<file path="config.mk">
export PLATFORM = sky130hd
export DESIGN_NAME = pinned_buffer_pool_lru_top
export DESIGN_NICKNAME = d
export VERILOG_FILES = /design/src/rtl/bplru_pkg.sv /design/src/rtl/bplru_ram.sv /design/src/rtl/bplru_ctrl.sv /design/src/rtl/pinned_buffer_pool_lru_top.sv
export SDC_FILE = /design/constraint.sdc
export NUM_CORES = 1
export LEC_CHECK = 0
export ABC_AREA = 1
export BUFFER_PORTS_ARGS = -buffer_cell sky130_fd_sc_hd__buf_2
export CAP_MARGIN = 40
export CORE_MARGIN = 2
export CORE_UTILIZATION = 50
export CTS_BUF_LIST = sky130_fd_sc_hd__clkbuf_4 sky130_fd_sc_hd__clkbuf_8 sky130_fd_sc_hd__clkbuf_16
export CTS_CLUSTER_DIAMETER = 80
export CTS_CLUSTER_SIZE = 25
export DETAILED_ROUTE_END_ITERATION = 6
export PLACE_DENSITY = 0.64
export SYNTH_ARGS = -nofsm -noshare
export SYNTH_HDL_FRONTEND = slang
export SYNTH_HIERARCHICAL = 1
export SYNTH_SLANG_ARGS = --single-unit
</file>
<file path="constraint.sdc">
create_clock -name i_clk -period 6.85 [get_ports i_clk]
set_input_delay 0.685 -clock i_clk [delete_from_list [all_inputs] [get_ports i_clk]]
set_output_delay 0.685 -clock i_clk [all_outputs]
set_load 0.01 [all_outputs]
</file>
<file path="src/rtl/bplru_pkg.sv">
`timescale 1ns / 1ps
// ----------------------------------------------------------------------------
// bplru_pkg
// Shared types, sizes and codes of the pinned LRU buffer pool.
// ----------------------------------------------------------------------------
package bplru_pkg;

    localparam int SLOTS      = 8;
    localparam int TAG_BITS   = 24;
    localparam int PIN_BITS   = 8;
    localparam int STAMP_BITS = 32;
    localparam int CHUNK_BITS = 24;
    localparam int IDX_W      = (SLOTS > 1) ? $clog2(SLOTS) : 1;

    localparam logic [PIN_BITS-1:0]   PIN_MAX   = {PIN_BITS{1'b1}};
    localparam logic [STAMP_BITS-1:0] STAMP_MAX = {STAMP_BITS{1'b1}};

    localparam logic MODE_ACQ = 1'b0;
    localparam logic MODE_REL = 1'b1;

    localparam logic [2:0] STAT_HIT     = 3'd0;
    localparam logic [2:0] STAT_ALLOC   = 3'd1;
    localparam logic [2:0] STAT_NONE    = 3'd2;
    localparam logic [2:0] STAT_REL     = 3'd3;
    localparam logic [2:0] STAT_NOMATCH = 3'd4;
    localparam logic [2:0] STAT_UNDER   = 3'd5;

    typedef struct packed {
        logic [TAG_BITS-1:0]   tag;
        logic [PIN_BITS-1:0]   pins;
        logic [STAMP_BITS-1:0] stamp;
    } t_entry;

    localparam int ENTRY_W = $bits(t_entry);

    typedef struct packed {
        logic [2:0] status;
        logic [2:0] slot;
        logic [7:0] pin_count;
    } t_res;

    function automatic logic [TAG_BITS-1:0] chunk_to_tag(input logic [CHUNK_BITS-1:0] c);
        logic [TAG_BITS+CHUNK_BITS-1:0] w;
        w = {{TAG_BITS{1'b0}}, c};
        return w[TAG_BITS-1:0];
    endfunction

    function automatic logic [7:0] pins_to_out(input logic [PIN_BITS-1:0] p);
        logic [PIN_BITS+7:0] w;
        w = {8'd0, p};
        return w[7:0];
    endfunction

    function automatic logic [2:0] idx_to_out(input logic [IDX_W-1:0] i);
        logic [IDX_W+2:0] w;
        w = {3'd0, i};
        return w[2:0];
    endfunction

endpackage

</file>
<file path="src/rtl/bplru_ram.sv">
`timescale 1ns / 1ps
// ----------------------------------------------------------------------------
// bplru_ram
// Simple dual-port RAM: one write port, one read port with registered data.
// ----------------------------------------------------------------------------
module bplru_ram #(
    parameter int WIDTH = 8,
    parameter int DEPTH = 8
) (
    input  logic                                     i_clk,
    input  logic                                     i_we,
    input  logic [((DEPTH > 1) ? $clog2(DEPTH) : 1)-1:0] i_waddr,
    input  logic [WIDTH-1:0]                         i_wdata,
    input  logic                                     i_re,
    input  logic [((DEPTH > 1) ? $clog2(DEPTH) : 1)-1:0] i_raddr,
    output logic [WIDTH-1:0]                         o_rdata
);

    logic [WIDTH-1:0] r_mem [DEPTH];

    always_ff @(posedge i_clk) begin
        if (i_we) begin
            r_mem[i_waddr] <= i_wdata;
        end
        if (i_re) begin
            o_rdata <= r_mem[i_raddr];
        end
    end

endmodule

</file>
<file path="src/rtl/bplru_ctrl.sv">
`timescale 1ns / 1ps
// ----------------------------------------------------------------------------
// bplru_ctrl
// Sequencer that scans the slot memory, picks the hit or the LRU victim of an
// acquire and writes it back; a release unpins matching slots during the scan.
// ----------------------------------------------------------------------------
module bplru_ctrl (
    input  logic                                i_clk,
    input  logic                                i_rst_n,
    input  logic                                i_in_valid,
    output logic                                o_in_ready,
    input  logic                                i_mode,
    input  logic [bplru_pkg::TAG_BITS-1:0]      i_tag,
    input  logic                                i_stall,
    output logic                                o_res_valid,
    output bplru_pkg::t_res                     o_res,
    output logic                                o_ram_re,
    output logic [bplru_pkg::IDX_W-1:0]         o_ram_raddr,
    input  bplru_pkg::t_entry                   i_ram_rdata,
    output logic                                o_ram_we,
    output logic [bplru_pkg::IDX_W-1:0]         o_ram_waddr,
    output bplru_pkg::t_entry                   o_ram_wdata
);
    import bplru_pkg::*;

    typedef enum logic [2:0] {
        ST_IDLE = 3'b001,
        ST_SCAN = 3'b010,
        ST_FIN  = 3'b100
    } t_state;

    localparam logic [IDX_W-1:0] LAST = IDX_W'(SLOTS - 1);

    t_state                r_state, n_state;
    logic [SLOTS-1:0]      r_valid, n_valid;
    logic [STAMP_BITS-1:0] r_clock, n_clock;
    logic                  r_mode, n_mode;
    logic [TAG_BITS-1:0]   r_tag, n_tag;
    logic [IDX_W-1:0]      r_ptr, n_ptr;
    logic                  r_hit, n_hit;
    logic [IDX_W-1:0]      r_hit_idx, n_hit_idx;
    logic [PIN_BITS-1:0]   r_hit_pins, n_hit_pins;
    logic                  r_pick_ok, n_pick_ok;
    logic [IDX_W-1:0]      r_pick_idx, n_pick_idx;
    logic [STAMP_BITS-1:0] r_pick_stamp, n_pick_stamp;
    logic                  r_under, n_under;

    t_entry                entry;
    logic                  match;
    logic [STAMP_BITS-1:0] stamp_next;
    logic [PIN_BITS-1:0]   pins_inc;

    // An empty slot reads as all zeros, whatever the memory holds.
    assign entry      = r_valid[r_ptr] ? i_ram_rdata : '0;
    assign match      = r_valid[r_ptr] && (entry.tag == r_tag);
    assign stamp_next = (r_clock == STAMP_MAX) ? r_clock : r_clock + STAMP_BITS'(1);
    assign pins_inc   = (r_hit_pins == PIN_MAX) ? r_hit_pins : r_hit_pins + PIN_BITS'(1);

    always_comb begin
        n_state      = r_state;
        n_valid      = r_valid;
        n_clock      = r_clock;
        n_mode       = r_mode;
        n_tag        = r_tag;
        n_ptr        = r_ptr;
        n_hit        = r_hit;
        n_hit_idx    = r_hit_idx;
        n_hit_pins   = r_hit_pins;
        n_pick_ok    = r_pick_ok;
        n_pick_idx   = r_pick_idx;
        n_pick_stamp = r_pick_stamp;
        n_under      = r_under;
        o_in_ready   = 1'b0;
        o_res_valid  = 1'b0;
        o_res        = '0;
        o_ram_re     = 1'b0;
        o_ram_raddr  = '0;
        o_ram_we     = 1'b0;
        o_ram_waddr  = '0;
        o_ram_wdata  = '0;

        unique case (r_state)
            ST_IDLE: begin
                o_in_ready = 1'b1;
                if (i_in_valid) begin
                    n_mode    = i_mode;
                    n_tag     = i_tag;
                    n_ptr     = '0;
                    n_hit     = 1'b0;
                    n_pick_ok = 1'b0;
                    n_under   = 1'b0;
                    o_ram_re  = 1'b1;
                    n_state   = ST_SCAN;
                end
            end
            ST_SCAN: begin
                if (r_mode == MODE_ACQ) begin
                    if (match && !r_hit) begin
                        n_hit      = 1'b1;
                        n_hit_idx  = r_ptr;
                        n_hit_pins = entry.pins;
                    end
                    if (entry.pins == '0 && (!r_pick_ok || entry.stamp < r_pick_stamp)) begin
                        n_pick_ok    = 1'b1;
                        n_pick_idx   = r_ptr;
                        n_pick_stamp = entry.stamp;
                    end
                end else if (match) begin
                    // Each matching slot is unpinned in place as the scan passes it.
                    if (entry.pins == '0) begin
                        n_under = 1'b1;
                    end else begin
                        o_ram_we         = 1'b1;
                        o_ram_waddr      = r_ptr;
                        o_ram_wdata      = entry;
                        o_ram_wdata.pins = entry.pins - PIN_BITS'(1);
                    end
                    if (!r_hit) begin
                        n_hit      = 1'b1;
                        n_hit_idx  = r_ptr;
                        n_hit_pins = (entry.pins == '0) ? '0 : entry.pins - PIN_BITS'(1);
                    end
                end
                if (r_ptr != LAST) begin
                    o_ram_re    = 1'b1;
                    o_ram_raddr = r_ptr + IDX_W'(1);
                    n_ptr       = r_ptr + IDX_W'(1);
                end else begin
                    n_state = ST_FIN;
                end
            end
            ST_FIN: begin
                if (!i_stall) begin
                    o_res_valid = 1'b1;
                    n_state     = ST_IDLE;
                    if (r_mode == MODE_ACQ) begin
                        if (r_hit) begin
                            o_ram_we    = 1'b1;
                            o_ram_waddr = r_hit_idx;
                            o_ram_wdata = '{tag: r_tag, pins: pins_inc, stamp: stamp_next};
                            n_clock     = stamp_next;
                            o_res       = '{status: STAT_HIT, slot: idx_to_out(r_hit_idx),
                                            pin_count: pins_to_out(pins_inc)};
                        end else if (r_pick_ok) begin
                            o_ram_we    = 1'b1;
                            o_ram_waddr = r_pick_idx;
                            o_ram_wdata = '{tag: r_tag, pins: PIN_BITS'(1), stamp: stamp_next};
                            n_clock     = stamp_next;
                            n_valid[r_pick_idx] = 1'b1;
                            o_res       = '{status: STAT_ALLOC, slot: idx_to_out(r_pick_idx),
                                            pin_count: pins_to_out(PIN_BITS'(1))};
                        end else begin
                            o_res = '{status: STAT_NONE, slot: 3'd0, pin_count: 8'd0};
                        end
                    end else begin
                        if (r_hit) begin
                            o_res = '{status: r_under ? STAT_UNDER : STAT_REL,
                                      slot: idx_to_out(r_hit_idx),
                                      pin_count: pins_to_out(r_hit_pins)};
                        end else begin
                            o_res = '{status: STAT_NOMATCH, slot: 3'd0, pin_count: 8'd0};
                        end
                    end
                end
            end
            default: begin
                n_state = ST_IDLE;
            end
        endcase
    end

    always_ff @(posedge i_clk) begin
        if (!i_rst_n) begin
            r_state <= ST_IDLE;
            r_valid <= '0;
            r_clock <= '0;
        end else begin
            r_state <= n_state;
            r_valid <= n_valid;
            r_clock <= n_clock;
        end
    end

    always_ff @(posedge i_clk) begin
        r_mode       <= n_mode;
        r_tag        <= n_tag;
        r_ptr        <= n_ptr;
        r_hit        <= n_hit;
        r_hit_idx    <= n_hit_idx;
        r_hit_pins   <= n_hit_pins;
        r_pick_ok    <= n_pick_ok;
        r_pick_idx   <= n_pick_idx;
        r_pick_stamp <= n_pick_stamp;
        r_under      <= n_under;
    end

endmodule

</file>
<file path="src/rtl/pinned_buffer_pool_lru_top.sv">
`timescale 1ns / 1ps
// ----------------------------------------------------------------------------
// pinned_buffer_pool_lru_top
// Pool of chunk buffer slots with pin counts and least-recently-used refill.
// ----------------------------------------------------------------------------
// An acquire word (tuser 0) looks up the chunk in tdata: a hit pins the slot,
// a miss takes the oldest unpinned slot and reports that it needs loading, and
// a full pool reports that no buffer is free. A release word (tuser 1) unpins
// every slot holding that chunk. Each word yields exactly one result word. An
// item is accepted, then each slot in turn is read from the slot memory
// through its single read port, and last the chosen slot is written back and
// the result handed to the output register, unless that register is stalled. A
// new word is taken while the previous result is still waiting on the output side.
// ----------------------------------------------------------------------------
module pinned_buffer_pool_lru_top (
    input  logic        i_clk,
    input  logic        i_rst_n,
    input  logic        s_axis_tvalid,
    output logic        s_axis_tready,
    input  logic [23:0] s_axis_tdata,  // [23:0] chunk_index
    input  logic [0:0]  s_axis_tuser,  // [0] mode
    output logic        m_axis_tvalid,
    input  logic        m_axis_tready,
    output logic [15:0] m_axis_tdata,  // [2:0] slot, [10:3] pin_count, rest zero
    output logic [2:0]  m_axis_tuser   // [2:0] status
);
    import bplru_pkg::*;

    logic                 res_valid;
    t_res                 res;
    logic                 stall;
    logic                 ram_re, ram_we;
    logic [IDX_W-1:0]     ram_raddr, ram_waddr;
    t_entry               ram_wdata;
    logic [ENTRY_W-1:0]   ram_rdata;

    logic                 r_m_valid;
    t_res                 r_m_res;

    assign stall = r_m_valid && !m_axis_tready;

    bplru_ram #(
        .WIDTH (ENTRY_W),
        .DEPTH (SLOTS)
    ) u_ram (
        .i_clk   (i_clk),
        .i_we    (ram_we),
        .i_waddr (ram_waddr),
        .i_wdata (ram_wdata),
        .i_re    (ram_re),
        .i_raddr (ram_raddr),
        .o_rdata (ram_rdata)
    );

    bplru_ctrl u_ctrl (
        .i_clk       (i_clk),
        .i_rst_n     (i_rst_n),
        .i_in_valid  (s_axis_tvalid),
        .o_in_ready  (s_axis_tready),
        .i_mode      (s_axis_tuser[0]),
        .i_tag       (chunk_to_tag(s_axis_tdata)),
        .i_stall     (stall),
        .o_res_valid (res_valid),
        .o_res       (res),
        .o_ram_re    (ram_re),
        .o_ram_raddr (ram_raddr),
        .i_ram_rdata (ram_rdata),
        .o_ram_we    (ram_we),
        .o_ram_waddr (ram_waddr),
        .o_ram_wdata (ram_wdata)
    );

    always_ff @(posedge i_clk) begin
        if (!i_rst_n) begin
            r_m_valid <= 1'b0;
        end else if (res_valid) begin
            r_m_valid <= 1'b1;
        end else if (m_axis_tready) begin
            r_m_valid <= 1'b0;
        end
    end

    always_ff @(posedge i_clk) begin
        if (res_valid) begin
            r_m_res <= res;
        end
    end

    assign m_axis_tvalid = r_m_valid;
    assign m_axis_tdata  = {5'd0, r_m_res.pin_count, r_m_res.slot};
    assign m_axis_tuser  = r_m_res.status;

`ifndef SYNTH
    // The sequencer must never overwrite a result that is still waiting.
    a_no_overwrite: assert property (@(posedge i_clk) disable iff (!i_rst_n)
        res_valid |-> !stall)
        else $error("result produced while output register is stalled");

    // Once a word is taken the sequencer is busy scanning on the next cycle.
    a_busy_after_accept: assert property (@(posedge i_clk) disable iff (!i_rst_n)
        (s_axis_tvalid && s_axis_tready) |=> !s_axis_tready)
        else $error("input accepted again straight after an accept");

    // A result always carries one of the defined status codes.
    a_status_code: assert property (@(posedge i_clk) disable iff (!i_rst_n)
        res_valid |-> (res.status == STAT_HIT || res.status == STAT_ALLOC ||
                       res.status == STAT_NONE || res.status == STAT_REL ||
                       res.status == STAT_NOMATCH || res.status == STAT_UNDER))
        else $error("undefined status code");

    // While the sequencer is idle, a read is issued only for an offered word.
    a_read_on_accept: assert property (@(posedge i_clk) disable iff (!i_rst_n)
        (s_axis_tready && ram_re) |-> s_axis_tvalid)
        else $error("slot memory read without an accepted word");
`endif

endmodule

</file>
### Word-level counts from Yosys, hierarchy flattened

Memory sizes are Yosys's and may differ from the RTL's. A register that Yosys moved wholly into a read port is not among the register bits.
Index checks and enable logic that the tools add are counted.

* add/subtract/negate cells: 4
* multiply operators: 0
* div/mod/pow operators: 0
* $lt $le $gt $ge: 4
* eq/ne operators: 20
* shift operators: 0
* mux-type cells: 78
* bitwise operators: 5
* reduce and logical (&&, ||, !) cells: 25

Operator list (number)
* 64-bit 2-to-1 mux: 8
* 64-bit one-hot mux with 2 select lines: 1
* 32-bit 2-to-1 mux: 3
* 3-bit 2-to-1 mux: 19
* 8-bit 2-to-1 mux: 6
* 14-bit 2-to-1 mux: 3
* 32-bit by 1-bit adder with 32-bit output, second input constant: 1
* 32-bit equality test, second input constant: 1
* 32-bit < comparator: 1
* 1-bit 2-to-1 mux: 27
* 24-bit equality test: 1
* 4-bit AND reduction: 4
* 13-bit 2-to-1 mux: 1
* 2-bit inequality test, second input constant: 6
* 3-bit one-hot mux with 2 select lines: 2
* 2-bit by 1-bit inequality test with 1-bit output, second input constant: 5
* 1-bit one-hot mux with 2 select lines: 5
* 5-bit AND reduction: 2
* 3-bit one-hot mux with 3 select lines: 1
* 3-bit AND reduction: 3
* 8-bit by 1-bit adder with 8-bit output, second input constant: 1
* 8-bit equality test, second input constant: 1
* 8-bit zero test: 1
* 3-bit by 4-bit < comparator with 1-bit output, second input constant: 2
* other kinds (18): 31

* register bits after elaboration: 135
* bits in latches: 0
* RAM bits: 512
* bits in read-only memories: 0
* bits of input ports: 29
* logic and storage cells: 154
* memories kept: 1

Memory list
* u_ram.r_mem: depth 8, bits a word 64, rd ports 1, clocked after Yosys merged registers in 1, wr ports 1, RTL line bplru_ram.sv:19 `logic [WIDTH-1:0] r_mem [DEPTH];`

### Longest topological paths before layout

* word-level depth: 10
* gate-level depth with buffers: 24
* mapped depth without buffers: 20

### Cells and area by module

Netlist, hierarchy kept.

Modules (own cells, without submodules)
* bplru_ram: times used 1, cells an instance 2294, area each 24298.3 sq um, seq. area each 17296.6 sq um
* bplru_ctrl: times used 1, cells an instance 1158, area each 8216.6 sq um, seq. area each 3173.0 sq um
* pinned_buffer_pool_lru_top: times used 1, cells an instance 27, area each 511.7 sq um, seq. area each 440.4 sq um

### Least setup slack after synthesis

OpenSTA, ideal clock, no wires.

* path type: in2reg
* start point: input port m_axis_tready
* end point: memory u_ram/r_mem[1][0] (netlist bit) (enable)
* library setup time: 0.487 ns
* arrival: 5.177 ns
* setup slack: 1.186 ns
* cell stages on the path: 14
* cells stage by stage: inv_1 -> nand2_2 -> inv_1 -> nor2_2 -> inv_2 -> nor2_2 -> inv_1 -> nor2_1 -> inv_1 -> nor2_1 -> a31oi_1 -> nand2_1 -> nand2_1 -> nor2_1

* elaborated cells on any way between the ends: 8

RTL lines
* start: declaration: RTL line pinned_buffer_pool_lru_top.sv:23 `input logic m_axis_tready,`
* 1-bit zero test: RTL line pinned_buffer_pool_lru_top.sv:40 `assign stall = r_m_valid && !m_axis_tready;`
* 1-bit logical AND: RTL line pinned_buffer_pool_lru_top.sv:40
* via stall: RTL line pinned_buffer_pool_lru_top.sv:31 `logic stall;`
* 3-bit 2-to-1 mux: RTL line bplru_ctrl.sv:133 `if (!i_stall) begin`
* 3-bit one-hot mux with 2 select lines: RTL line bplru_ctrl.sv:82 `unique case (r_state)`
* via ram_waddr[0]: RTL line pinned_buffer_pool_lru_top.sv:33 `logic [IDX_W-1:0] ram_raddr, ram_waddr;`
* end: declaration: RTL line bplru_ram.sv:19

The timed path passes the listed nets, and every way through them passes these cells.

### Worst setup path in the final report

* start point: register u_ctrl.r_ptr[0]
* end point: memory u_ram/r_mem[6][11] (netlist bit) (enable)

* word-level cells in the longest chain between the ends: 10
* elaborated cells on any way between the ends: 16

RTL lines
* start: declaration: RTL line bplru_ctrl.sv:39 `logic [IDX_W-1:0] r_ptr, n_ptr;`
* start signal: assignment: RTL line bplru_ctrl.sv:187 `r_ptr <= n_ptr;`
* 1-bit binary-select mux with 3-bit select (*): RTL line bplru_ctrl.sv:54, bplru_ctrl.sv:55
* 1-bit 2-to-1 mux (implied by the code) (*): RTL line bplru_ctrl.sv:54, bplru_ctrl.sv:55
* 64-bit 2-to-1 mux: RTL line bplru_ctrl.sv:54 `assign entry = r_valid[r_ptr] ? i_ram_rdata : '0;`
* 24-bit equality test or 8-bit zero test (tied branches): RTL line bplru_ctrl.sv:55, bplru_ctrl.sv:110
* 1-bit logical AND or 1-bit 2-to-1 mux (tied branches): RTL line bplru_ctrl.sv:55, bplru_ctrl.sv:110
* 1-bit 2-to-1 mux (*): RTL line bplru_ctrl.sv:108 `end else if (match) begin`
* 1-bit 2-to-1 mux (*): RTL line bplru_ctrl.sv:97 `if (r_mode == MODE_ACQ) begin`
* 1-bit one-hot mux with 2 select lines (*): RTL line bplru_ctrl.sv:82
* via ram_we: RTL line pinned_buffer_pool_lru_top.sv:32 `logic ram_re, ram_we;`
* 1-bit 2-to-1 mux (*): RTL line bplru_ram.sv:22 `if (i_we) begin`
* 1-bit 2-to-1 mux (implied by the code) (*): RTL line bplru_ram.sv:23 `r_mem[i_waddr] <= i_wdata;`

The timed path passes the listed nets; every way through them passes the cells marked *. The select of a mux whose other input is x is not followed.

==> impl_metrics.env <==
export IMPL_floorplan_initialDensity_pct=50.32
export IMPL_period_needed_ns=5.378
export IMPL_finClkSkew_ns=0.03133
export IMPL_clock_sinks=711
export IMPL_gr_usage_met1_pct=31.51
export IMPL_cts_buffer_depth=3
export IMPL_drc=0
export IMPL_wl_um=76280
export IMPL_diodes=0
export IMPL_io_buffers=44
export IMPL_netlist_instances=3479
export IMPL_max_cap_violations=0
export IMPL_cp_required_ns=7.08
export IMPL_final_common_cell="nand2_1"
export IMPL_busiest_layer="met2"
export IMPL_startpoint_type="flop"
export IMPL_critical_path_slowest_cell="nor2_4"
export IMPL_endpoint_kind="flop"
export IMPL_grt_pass1_vias=21170
export IMPL_cts_hold_buf=0
export IMPL_wire_per_inst_um=17.51
export IMPL_syn2layout_area_growth_pct=7.217
export IMPL_ys_types=44
export IMPL_crit_type="reg2reg"
export IMPL_post_route_period_util_pct=78.51
export IMPL_htreeDepth=2
export IMPL_syn_cell_area_mm2=0.03303
export IMPL_post_cts_setup_buffer_count=0
export IMPL_crit_path_cell_trace="inv_2 -> nand2_1 -> nand3_1 -> nand3_2 -> nand2_2 -> inv_2 -> nand2_1 -> ha_1 -> nand4_1 -> nand2_1 -> inv_2 -> nand2_1 -> nand2_1 -> nand2_1 -> nor2_4 -> buf_12"
export IMPL_globalRouteMet3Util_pct=2.468
export IMPL_p_leak_uw=0.01573
export IMPL_grt_pass1_wl_um=119100
export IMPL_clkLatencyLatePin_ns=0.60
export IMPL_design_core_area_mm2=0.06563
export IMPL_synthFlopType="edfxtp_1"
export IMPL_placed_area_mm2=0.03412
export IMPL_final_cell_mix="nand2_1, inv_1, edfxtp_1"
export IMPL_vias_per_cell=5.116
export IMPL_clk_pin_slew_ns=0.10
export IMPL_ant_nets=0
export IMPL_antenna_found_initial=1
export IMPL_rr_worst_depth=16
export IMPL_power_density_mw_per_mm2=223.3
export IMPL_slew_headroom_pct=40.75
export IMPL_fin_area_mm2=0.03541
export IMPL_vias=22280
export IMPL_num_io_pins=50
export IMPL_slowest_delay_ns=0.67
export IMPL_rsz0062_at_grt="no"
export IMPL_worstHoldPathCells=1
export IMPL_drt_iter0_drc=1931
export IMPL_rows=94
export IMPL_final_nets=3528
export IMPL_cts_root_buffer_cell="clkbuf_16"
export IMPL_p_total_uw=7908
export IMPL_synth_edff_count=667
export IMPL_finalWeightedCongestion=0.9386
export IMPL_postSynth_asyncResetShare_pct=0
export IMPL_path_max_fanout=47
export IMPL_grt_usage_pct=22.71
export IMPL_cts_buffers=38
export IMPL_die_h_um=261.0
export IMPL_status="finished clean"
export IMPL_syn_avg_cell_area_um2=9.493
export IMPL_cts_resized=0
export IMPL_synth_seq_area_share_pct=63.31
export IMPL_ir_worst_vdd_uv=244.2
export IMPL_drive_gt1_share_pct=5.557
export IMPL_yosys_warnings=6
export IMPL_fin_util_pct=53.96
export IMPL_finalSetupTns_ns=0
export IMPL_dpl_hpwl_um=44400
export IMPL_grt_max_degree=134
export IMPL_cts_tree="built"
export IMPL_design_die_area_mm2=0.06813
export IMPL_cp_arrival_ns=5.61
export IMPL_hold_violations=0
export IMPL_setup_violations_final=0
export IMPL_hold_path_class="in2reg"
export IMPL_ys_ff_latch=711
export IMPL_crit_top_cell="nand2_1"
export IMPL_tightest_slew_ns=0.8888
export IMPL_fmax_mhz=186.0
export IMPL_grt_overflow_total=0
export IMPL_maxSlewViolCount=0
export IMPL_drtPass1Iterations=7
export IMPL_grt_util_met2_pct=38.26
export IMPL_die_x_um=261.0
[per-layer routing]
layer | wire (um) | vias to the layer above
li1 | - | 10970
met1 | 33850 | 10580
met2 | 36580 | 620
met3 | 4124 | 110
met4 | 1712 | 2
met5 | 11 | -
[area by class of cell]
type | instances | area (um2)
Fill cell | 5859 | 30220
Clock inverter | 15 | 160.2
Clock buffer | 53 | 1129
Timing Repair Buffer | 81 | 750.7
Sequential cell | 711 | 20910
Inverter | 704 | 2654
Tap cell | 864 | 1081
Multi-Input combinational cell | 1927 | 8726
[report_power, final]
group | internal (uW) | switching, uW
Combinational | 122 | 325
Clock | 1240 | 1420
Sequential | 4760 | 39.7
[critical path: cells and delay by family, from the launching register on]
| family | cells | cell delay [ns] |
|---|---|---|
| AND/OR/NAND/NOR | 11 | 2.47 |
| buffers and inverters | 4 | 1.63 |
| flip-flops | 1 | 0.60 |
| adder cells (fa/ha/maj) | 1 | 0.24 |
[cells by family (layout without fill, tap and decap cells)]
group                      Yosys count  after routing  synth area share [%]
other                                1              5               0.01135
buffers and inverters              845            853                 10.62
DFF                                711            711                 63.31
adders and majority gates           36             36                 1.364
and+or+nand+nor                   1722           1722                 21.59
xor gates and xnor gates            31             31                0.8221
AOI/OAI and AO/OA                  133            133                 2.284
[through the flow]
stage	std cells	hold WS, ns	setup slack, ns
global placement	4280	0.4433	1.574
detailed placement	4287	0.4442	1.482
CTS	4355	0.2200	1.483
global route	4355	0.2326	0.9967
finish	4355	0.2531	1.472
floorplan	3483	0.4293	1.186
[Yosys cell counts, types with 26 or more instances]
library cell | instances | share of area [%]
inv_1 | 688 | 7.8
a21oi_1 | 59 | 0.89
clkbuf_1 | 27 | 0.31
ha_1 | 36 | 1.4
dfxtp_1 | 44 | 2.7
nand3_1 | 351 | 5.3
buf_4 | 26 | 0.59
nor3_1 | 35 | 0.53
nor2_1 | 138 | 1.6
edfxtp_1 | 667 | 61
buf_2 | 63 | 0.95
o21ai_0 | 31 | 0.47
nand2_1 | 1137 | 13
[registers in the layout, summed over array words and instances, names as in the netlist, 8 cells and up]
register and cells:
u_ram/r_mem 512, u_ram/o_rdata 64, u_ctrl/r_clock 32, u_ctrl/r_pick_stamp 32
u_ctrl/r_tag 24, m_axis_tdata 11, u_ctrl/r_hit_pins 8, u_ctrl/r_valid 8
[final timing paths]
kind	from	end	slack (ns)
worst max-delay path	u_ctrl/r_ptr[0]	u_ram/r_mem[6][11]	1.47
worst min-delay path	s_axis_tdata[3]	u_ctrl/r_tag[3]	0.25
worst max register to register	u_ctrl/r_ptr[0]	u_ram/r_mem[6][11]	1.47
worst min register to register	u_ctrl/r_valid[2]	u_ctrl/r_valid[2]	0.46
Power figures use the tool's default switching activity.
